<file path="config.mk">
export PLATFORM = sky130hd
export DESIGN_NAME = wssc_front
export DESIGN_NICKNAME = d
export VERILOG_FILES = /design/src/rtl/core/wssc_pkg.sv /design/src/rtl/core/wssc_front.sv
export SDC_FILE = /design/constraint.sdc
export NUM_CORES = 1
export LEC_CHECK = 0
export BUFFER_PORTS_ARGS = -buffer_cell sky130_fd_sc_hd__buf_2
export CORE_UTILIZATION = 30
export CTS_BUF_LIST = sky130_fd_sc_hd__clkbuf_4
export DETAILED_ROUTE_END_ITERATION = 10
export PLACE_DENSITY_LB_ADDON = 0.25
export SLEW_MARGIN = 20
export SYNTH_ARGS = -nofsm -noshare
export SYNTH_HDL_FRONTEND = slang
export SYNTH_SLANG_ARGS = --single-unit
</file>
<file path="constraint.sdc">
create_clock -name clk -period 3.4 [get_ports clk]
set_clock_uncertainty 0.05 [all_clocks]
set_input_delay 1.02 -clock clk [delete_from_list [all_inputs] [get_ports clk]]
set_output_delay 1.02 -clock clk [all_outputs]
set_load 0.01 [all_outputs]
</file>
<file path="src/rtl/core/wssc_pkg.sv">
// Package for the window score subarray counter.
// Holds sizes, the queued item type and derived widths; no dependencies.
`timescale 1ns / 1ps
`default_nettype none

package wssc_pkg;

  localparam int WINDOW_DEPTH = 1024;
  localparam int VALUE_BITS   = 17;
  localparam int ADDR_W       = $clog2(WINDOW_DEPTH);
  localparam int LEN_W        = $clog2(WINDOW_DEPTH + 1);
  localparam int SLOT_W       = ADDR_W + 1;
  localparam int SUM_W        = VALUE_BITS + ADDR_W;
  localparam int PROD_W       = SUM_W + LEN_W;
  localparam int LIMIT_W      = 50;
  localparam int COUNT_W      = 48;
  localparam int CMP_W        = (PROD_W > LIMIT_W) ? PROD_W : LIMIT_W;
  localparam int IN_DATA_W    = ((VALUE_BITS + 7) / 8) * 8;
  localparam int OUT_DATA_W   = ((COUNT_W + 7) / 8) * 8;

  // One input item as it waits between the front and the back.
  typedef struct packed {
    logic [VALUE_BITS-1:0] value;
    logic                  last;
  } item_t;

  // Queue head as seen by the back end.
  typedef struct packed {
    logic  valid;
    item_t item;
  } queue_head_t;

endpackage

`default_nettype wire

</file>
<file path="src/rtl/core/wssc_front.sv">
// Front end: accepts input requests into a two-entry queue.
// Depends on wssc_pkg for the item type.
`timescale 1ns / 1ps
`default_nettype none

module wssc_front
  import wssc_pkg::*;
(
  input  wire logic                 clk,
  input  wire logic                 rst_n,
  input  wire logic                 in_tvalid,
  output logic                      in_tready,
  input  wire logic [IN_DATA_W-1:0] in_tdata,   // [VALUE_BITS-1:0] value, rest zero
  input  wire logic                 in_tlast,   // last
  output queue_head_t               q_head,
  input  wire logic                 q_pop
);

  item_t       entry_r [2];
  logic        wr_ptr_r, wr_ptr_nxt;
  logic        rd_ptr_r, rd_ptr_nxt;
  logic [1:0]  fill_r, fill_nxt;
  logic        push;
  logic        pop;
  item_t       in_item;

  assign in_item.value = in_tdata[VALUE_BITS-1:0];
  assign in_item.last  = in_tlast;

  assign in_tready    = (fill_r != 2'd2);
  assign push         = in_tvalid && in_tready;
  assign pop          = q_pop && (fill_r != 2'd0);
  assign q_head.valid = (fill_r != 2'd0);
  assign q_head.item  = entry_r[rd_ptr_r];

  // Pointer and fill bookkeeping.
  always_comb begin
    wr_ptr_nxt = push ? ~wr_ptr_r : wr_ptr_r;
    rd_ptr_nxt = pop ? ~rd_ptr_r : rd_ptr_r;
    fill_nxt   = fill_r + (push ? 2'd1 : 2'd0) - (pop ? 2'd1 : 2'd0);
  end

  always_ff @(posedge clk) begin
    if (!rst_n) begin
      wr_ptr_r <= 1'b0;
      rd_ptr_r <= 1'b0;
      fill_r   <= 2'd0;
    end else begin
      wr_ptr_r <= wr_ptr_nxt;
      rd_ptr_r <= rd_ptr_nxt;
      fill_r   <= fill_nxt;
    end
  end

  // Queue storage.
  always_ff @(posedge clk) begin
    if (push) begin
      entry_r[wr_ptr_r] <= in_item;
    end
  end

endmodule

`default_nettype wire

</file>
; Word-level counts from Yosys, hierarchy flattened
; Memory sizes are Yosys's and may differ from the RTL's. A register that Yosys moved wholly into a read port is not among the register bits.
; Index checks and enable logic that the tools add are counted.
[totals]
register_bits = 4
latchBits = 0
ram_bits = 36
rom_bits = 0
word_cells = 18
memories = 1
[memory_table]
columns = memory, words, width, read_ports, rd_clocked_by_memory_dff, write_ports, line_no
row1 = entry_r, 2, 18, 1, 1, 1, wssc_front.sv:19  ; item_t entry_r [2];
[classes]
addsub = 2
mul = 0
n_div = 0
magnitude_cmp = 0
eq_ne = 1
shift = 0
mux = 6
n_bitwise = 2
n_reduce_logical = 3
[op_table]
columns = operator, n
row1 = 1-bit two-way mux, 6
row2 = 2-bit by 1-bit adder with 2-bit output, 1
row3 = 1-bit logical AND, 2
row4 = "2-bit != test, second input constant", 1
row5 = 1-bit inverter, 2
row6 = 2-bit nonzero test, 1
row7 = 2-bit by 1-bit subtractor with 2-bit output, 1

; Depth between registers and ports, before layout
; Gate-level depths: netlist of run 1.
[depth]
depth_word = 5
ltp_mapped = 8

; Least setup slack after synthesis of run 1
; OpenSTA, ideal clock, no wires.
[synth_path]
path_kind = input to register
start = input in_tvalid
end = memory entry_r[0][0] (netlist name), enable pin
arrival_time_ns = 1.893
slack_ns = 1.065
path_stages = 2
path_cell_list = nand2_1 > nor2_1
[synth_via]
elab_chain_len = 3
[synth_lines]
columns = element, line_no
row1 = from (decl), wssc_front.sv:11  ; input wire logic in_tvalid,
row2 = 1-bit logical AND, wssc_front.sv:31  ; assign push = in_tvalid && in_tready;
row3 = 1-bit two-way mux, wssc_front.sv:57  ; if (push) begin
row4 = 1-bit two-way mux (not written as such), wssc_front.sv:58  ; entry_r[wr_ptr_r] <= in_item;
row5 = to (decl), wssc_front.sv:19
; No other way between the ends.

==> results of run 1 <==
-- critical path, delay by kind of cell, from the launching register on --
family | cells | cell delay (ns)
buf+inv | 2 | 0.45
flops | 1 | 0.55
mux | 1 | 0.36
-- sequential cells by signal (all words and copies together) (netlist names), named ones only --
register,count
rd_ptr_r,1
entry_r,36
fill_r,2
wr_ptr_r,1
-- stage by stage --
stage          total power [mW]  std cells  setup slack (ns)
6_report                  1.350        199            0.6203
5_1_grt                   1.437        199            0.4962
4_1_cts                   1.376        199            0.5547
3_5_place_dp              1.067        191            0.9655
3_3_place_gp              1.062        191            0.9636
2_1_floorplan            0.9576         80             1.065
-- path summary, 6_finish.rpt --
path              depth (start not counted)  slack, ns       from        endpoint
setup / recovery                          3       0.62       flop       q_head[2]
hold reg to reg                           2       0.46   wr_ptr_r        wr_ptr_r
hold / removal                            2       0.46   wr_ptr_r        wr_ptr_r
setup reg to reg                          2       1.68  fill_r[0]  entry_r[1][17]
-- cells in the mapped netlist, types with 2 or more instances --
library cell  count  share of area
edfxtp_1         36           0.68
ha_1              2          0.016
xnor2_1           3          0.017
mux2_2            8          0.057
and2_1            2         0.0079
nand2b_1          2         0.0079
dfxtp_1           5          0.063
nor2b_1           2         0.0079
nand2_1           2         0.0047
mux2_4           10          0.095
-- cell type report --
type | instances | area, µm²
repair buffers | 43 | 220.2
fillers | 496 | 3162
inverters | 1 | 3.754
flip-flops and latches | 41 | 1181
clock buffers | 5 | 37.54
multi-input cells | 36 | 374.1
clock inverters | 3 | 41.29
well taps | 70 | 87.58
-- layer usage --
metal,global-route usage,routed length (µm),share of wire,up-vias
li1,-,-,-,391
met1,0.1043,1036,0.44,380
met2,0.1451,1121,0.47,34
met3,0.04953,177,0.075,4
met4,0.03774,25,0.011,0
met5,0,0,0,-
-- cell families after synthesis --
family	Yosys count	synth area share
muxes	19	0.1576
adders and majority gates	2	0.01576
DFF	41	0.7439
xor gates and xnor gates	3	0.01655
AOI/OAI and AO/OA	1	0.005517
and+or+nand+nor	11	0.03861
buffers and inverters	3	0.02206
-- power groups by stage --
stage | clock network, mW | registers [mW] | logic, mW
after floorplan | 0 | 0.667 | 0.290
after global placement | 0 | 0.682 | 0.380
after detailed placement | 0 | 0.685 | 0.382
after CTS | 0.319 | 0.675 | 0.382
after global routing | 0.344 | 0.682 | 0.410
final | 0.306 | 0.672 | 0.372
==> reports/qor.txt, run 1 <==
CP peak stage delay: 0.55 ns
Warnings, synthesis: 0
DR pass1 iterations: 2
Commonest non-fill, non-tap cell in the layout: buf_2
Vias: 809
Final WL: 2361 µm
RSZ-0062 raised after global routing: no
Final Cell Area: 0.001946 mm²
Mapped Cells: 80
Final Net Count: 159
Root buffer cell: clkbuf_4
Total internal power: 0.9881 mW
Worst Max-Slew Pin Slew: 0.8949 ns
# diodes: 0
Die H: 74.75 µm
Setup Buffers After CTS: 0
Critical-path top delay cell: dfxtp_1
First-pass GRT wire length: 3567 µm
Clock buffer count from CTS: 5
Net Count, Synth: 111
Core box area: 0.005107 mm²
Sw frac: 0.2680
CTS tree: done
DRC viols: 0
Comb pwr share: 0.276
Worst hold slack: 0.4613 ns
Clk sinks: 41
Post-synthesis cell area: 0.001588 mm²
Cell-by-cell trace of the critical path: buf_4, mux2_2, buf_2
Status: complete, no violations
EDFF count, synth: 36
Peak VDD IR: 0.2539 mV
I/O Buffers: 41
CTS resizes: 0
Switch Pwr: 0.3617 mW
Final period utilization: 0.8176
Die Wd: 74.75 µm
Vias in the first global route: 784
DIE AREA: 0.005588 mm²
Synth cell types: 18
HP Class: reg2reg
Max-slew violations: 0
Startpoint Class: flop
Routability cong.: 0.6481
Post-synth ARST share: 0
Synthesis-stage register bit count: 41
Rel. slew slack: 0.4034
Pin count of the biggest net entering global routing: 19
Grt ovf: 0
Flop pwr share: 0.498
Clock latency on the worst-skew pair: 0.34 ns
Critical path class: reg2out
Layout cells sized above 1: 0.5504
Final ANT Viol Nets: 0
Mean routed wirelength per cell: 11.86 µm
CTS clk-pin slew, worst paths: 0.12 ns
Max Fclk: 359.8 MHz
CP Max Fanout: 11
Cell Area, Placed: 0.001867 mm²
Final worst path period need: 2.780 ns
Hold buffer count at CTS: 0
Clock power frac: 0.227
Starting Density: 0.3109
CP Capture Type: primary output
Crit path arrival time: 1.71 ns
Deepest clock path buffer count: 2
Row Count: 26
DRT iter0 DRCs: 19
Leak: 0.7553 nW
Final setup viols: 0
Post-synthesis average cell area: 19.85 µm²
Initial antenna violation count: 0
DP HPWL: 1645 µm
Final hold violations: 0
Main flop type after synthesis: edfxtp_1
TNS Setup: 0 ns
Vias per inst: 4.065
P&R area growth vs syn: 22.54%
IO Pins: 49
P per Cell Area: 693.8 mW/mm²
Max_cap viols: 0
CP required: 2.33 ns
Seq/Total Area, Yosys: 0.7439
Most frequent cells in the layout: buf_2 (41), edfxtp_1 (36), mux2_4 (10), mux2_2 (8)
Depth of the CTS H-tree: 2
Global Route Usage Sum: 0.09195
Finished Core Util: 0.3809
No activity file was read; power rests on OpenSTA's default activity.
==> run 2, diff against run 1 <==
--- a/config.mk
+++ b/config.mk
@@ -5,6 +5,7 @@
 export SDC_FILE = /design/constraint.sdc
 export NUM_CORES = 1
 export LEC_CHECK = 0
+export ABC_AREA = 1
 export BUFFER_PORTS_ARGS = -buffer_cell sky130_fd_sc_hd__buf_2
 export CORE_UTILIZATION = 30
 export CTS_BUF_LIST = sky130_fd_sc_hd__clkbuf_4
==> constraint.sdc (replaced) <==
create_clock -name clk -period 2.8 [get_ports clk]
set_clock_uncertainty 0.05 [all_clocks]
set_input_delay 0.84 -clock clk [delete_from_list [all_inputs] [get_ports clk]]
set_output_delay 0.84 -clock clk [all_outputs]
set_load 0.01 [all_outputs]
==> reports/qor.txt, run 2 <==
Status: complete, no violations
Final Net Count: 172 (+8.2%)
Synth cell types: 12 (-6)
Synth top cells by count: edfxtp_1 (36), mux2_4 (10), nand2_1 (9)
Die H: 74.87 µm (+0.15%)
Seq/Total Area, Yosys: 0.7416 (-0.002337)
Final setup viols: 0 (unchanged)
DR pass1 iterations: 4 (+2)
Top-area cell type share of the netlist area: 0.6787 (-0.002139)
Clk sinks: 41 (unchanged)
CTS tree: done
Initial antenna violation count: 0 (unchanged)
Vias in the first global route: 893 (+14%)
CP Max Fanout: 13 (+2)
Vias per inst: 4.222 (+3.8%)
Reg2reg path depth: 10 (+8)
Final worst setup slack: 0.3234 ns (-0.2969 ns)
Net Count, Synth: 123 (+11%)
CP Capture Type: primary output
Top cells by area, synth: edfxtp_1 (68%), mux2_4 (9.4%), dfxtp_1 (6.3%)
CP required: 1.91 ns (-0.42 ns)
Cell Area, Placed: 0.001904 mm² (+2.0%)
Biggest register: entry_r
Mean routed wirelength per cell: 12.54 µm (+5.7%)
Core box area: 0.005107 mm² (unchanged)
Startpoint Class: flop
# diodes: 0 (unchanged)
Deepest clock path buffer count: 2 (unchanged)
Synthesis-stage register bit count: 41 (unchanged)
Hold Path Cell Cnt: 2 (unchanged)
Largest registers: entry_r (36), fill_r (2)
Most frequent cells in the layout: buf_2 (41), edfxtp_1 (36), mux2_4 (10), nand2_1 (9), mux2_2 (8)
Peak VDD IR: 0.2983 mV (+17%)
Filler Cells Inserted: 500 (+0.81%)
Cell taking the most area after synthesis: edfxtp_1
Placed Instances: 204 (+6.8%)
DRC viols: 0 (unchanged)
I/O Buffers: 41 (unchanged)
Grt ovf: 0 (unchanged)
DIE AREA: 0.005605 mm² (+0.31%)
Worst slack at placement: 0.6986 ns (-0.2668 ns)
DP HPWL: 1917 µm (+17%)
Final ANT Viol Nets: 0 (unchanged)
Starting Density: 0.3119 (+0.0009800)
Final hold violations: 0 (unchanged)
Final period utilization: 0.8845
Routability cong.: 0.6108 (-5.8%)
Count leader, synth: edfxtp_1
Cell-by-cell trace of the critical path: buf_12, mux2_2, buf_2
Max Fclk: 403.8 MHz
HP Class: reg2reg
Vias: 895 (+11%)
Post-synthesis average cell area: 17.31 µm² (-13%)
Clock buffer count from CTS: 5 (unchanged)
Post-synth ARST share: 0 (unchanged)
Max_cap viols: 0 (unchanged)
TNS Setup: 0 ns (unchanged)
Pin count of the biggest net entering global routing: 14 (-5)
Hold buffer count at CTS: 0 (unchanged)
Main flop type after synthesis: edfxtp_1
Worst Max-Slew Pin Slew: 0.4394 ns (-0.4555 ns)
Depth of the CTS H-tree: 2 (unchanged)
Final worst path period need: 2.477 ns
Mapped Cells: 92 (+15%)
Rel. slew slack: 0.7068 (+0.3033)
Number of flip-flops under the largest register name: 36 (unchanged)
Row Count: 26 (unchanged)
DRT iter0 DRCs: 8 (-11)
Clock latency on the worst-skew pair: 0.34 ns (about the same)
Final Cell Area: 0.001983 mm² (+1.9%)
Die Wd: 74.87 µm (+0.15%)
Leak: 0.8008 nW (+6.0%)
EDFF count, synth: 36 (unchanged)
Critical-path top delay cell: dfxtp_1
Final WL: 2659 µm (+13%)
Root buffer cell: clkbuf_4
CTS clk-pin slew, worst paths: 0.12 ns (about the same)
CP peak stage delay: 0.54 ns (about the same)
RSZ-0062 raised after global routing: no
Global Route Usage Sum: 0.1036 (+0.01161)
Layout cells sized above 1: 0.4930 (-0.05743)
CTS resizes: 0 (unchanged)
Max-slew violations: 0 (unchanged)
P per Cell Area: 850.9 mW/mm² (+23%)
Critical path class: reg2out
Warnings, synthesis: 0 (unchanged)
Setup Buffers After CTS: 0 (unchanged)
Post-synthesis cell area: 0.001593 mm² (+0.32%)
IO Pins: 49 (unchanged)
P&R area growth vs syn: 24.51%
Layout Cells excl Fill: 212 (+6.5%)
First-pass GRT wire length: 4057 µm (+14%)
Crit path arrival time: 1.59 ns (-0.12 ns)
Commonest non-fill, non-tap cell in the layout: buf_2
run 2: cell count changes in the layout (fill, tap and decap cells not counted), moves of 3 or more:
cell,previous run,this run
inv_1,1,7
xnor2_1,3,0
nand3_1,0,3
nand2_1,2,9
nor2_1,0,7
run 2: stage by stage:
| step | hold WS (ns) | util | power, mW |
|---|---|---|---|
| 5_1_grt | 0.5011 | 0.3883 | 1.795 |
| 3_5_place_dp | 0.4605 | 0.3729 | 1.339 |
| 4_1_cts | 0.4911 | 0.3883 | 1.711 |
| 6_report | 0.4816 | 0.3883 | 1.687 |
| 3_3_place_gp | 0.4435 | 0.3729 | 1.318 |
| 2_1_floorplan | 0.4175 | - | 1.161 |
run 2: routing by layer:
| layer | vias up | GRT usage | share of wire |
|---|---|---|---|
| met5 | - | 0 | 0 |
| met4 | 0 | 0.03774 | 0.014 |
| met3 | 5 | 0.04953 | 0.080 |
| met1 | 423 | 0.1108 | 0.41 |
| li1 | 428 | - | - |
| met2 | 39 | 0.1782 | 0.49 |
run 2: critical path: cells and delay by family (launching register included):
kind,cells,cell delay [ns]
flip-flops,1,0.54
buffers and inverters,2,0.35
multiplexers,1,0.35
run 2: cell type report:
cell class | count | area [µm²] | share of cell area
flip-flops and latches | 41 | 1181 | 0.5956
inverters | 7 | 26.28 | 0.01325
multi-input cells | 42 | 356.6 | 0.1798
well taps | 70 | 87.58 | 0.04416
clock inverters | 3 | 41.29 | 0.02082
repair buffers | 44 | 252.7 | 0.1274
clock buffers | 5 | 37.54 | 0.01893
run 2: logic make-up after synthesis:
kind of cell | synth area share
adder cells (fa/ha/maj) | 0.01571
AND/OR/NAND/NOR | 0.04949
multiplexers | 0.1508
buffers and inverters | 0.03614
AO/OA/AOI/OAI | 0.006285
flip-flops | 0.7416
run 2: power by group:
group / internal [mW] / switching [mW] / total (mW)
Combinational: 0.247 / 0.248 / 0.495
Clock: 0.185 / 0.187 / 0.372
Sequential: 0.776 / 0.0446 / 0.821
Total: 1.21 / 0.480 / 1.69
run 2: final timing paths:
path | from | to | slack, ns
worst max-delay path | flop | q_head[3] | 0.32
worst min-delay path | rd_ptr_r | rd_ptr_r | 0.48
worst min register to register | rd_ptr_r | rd_ptr_r | 0.48
worst max register to register | fill_r[0] | fill_r[1] | 1.18
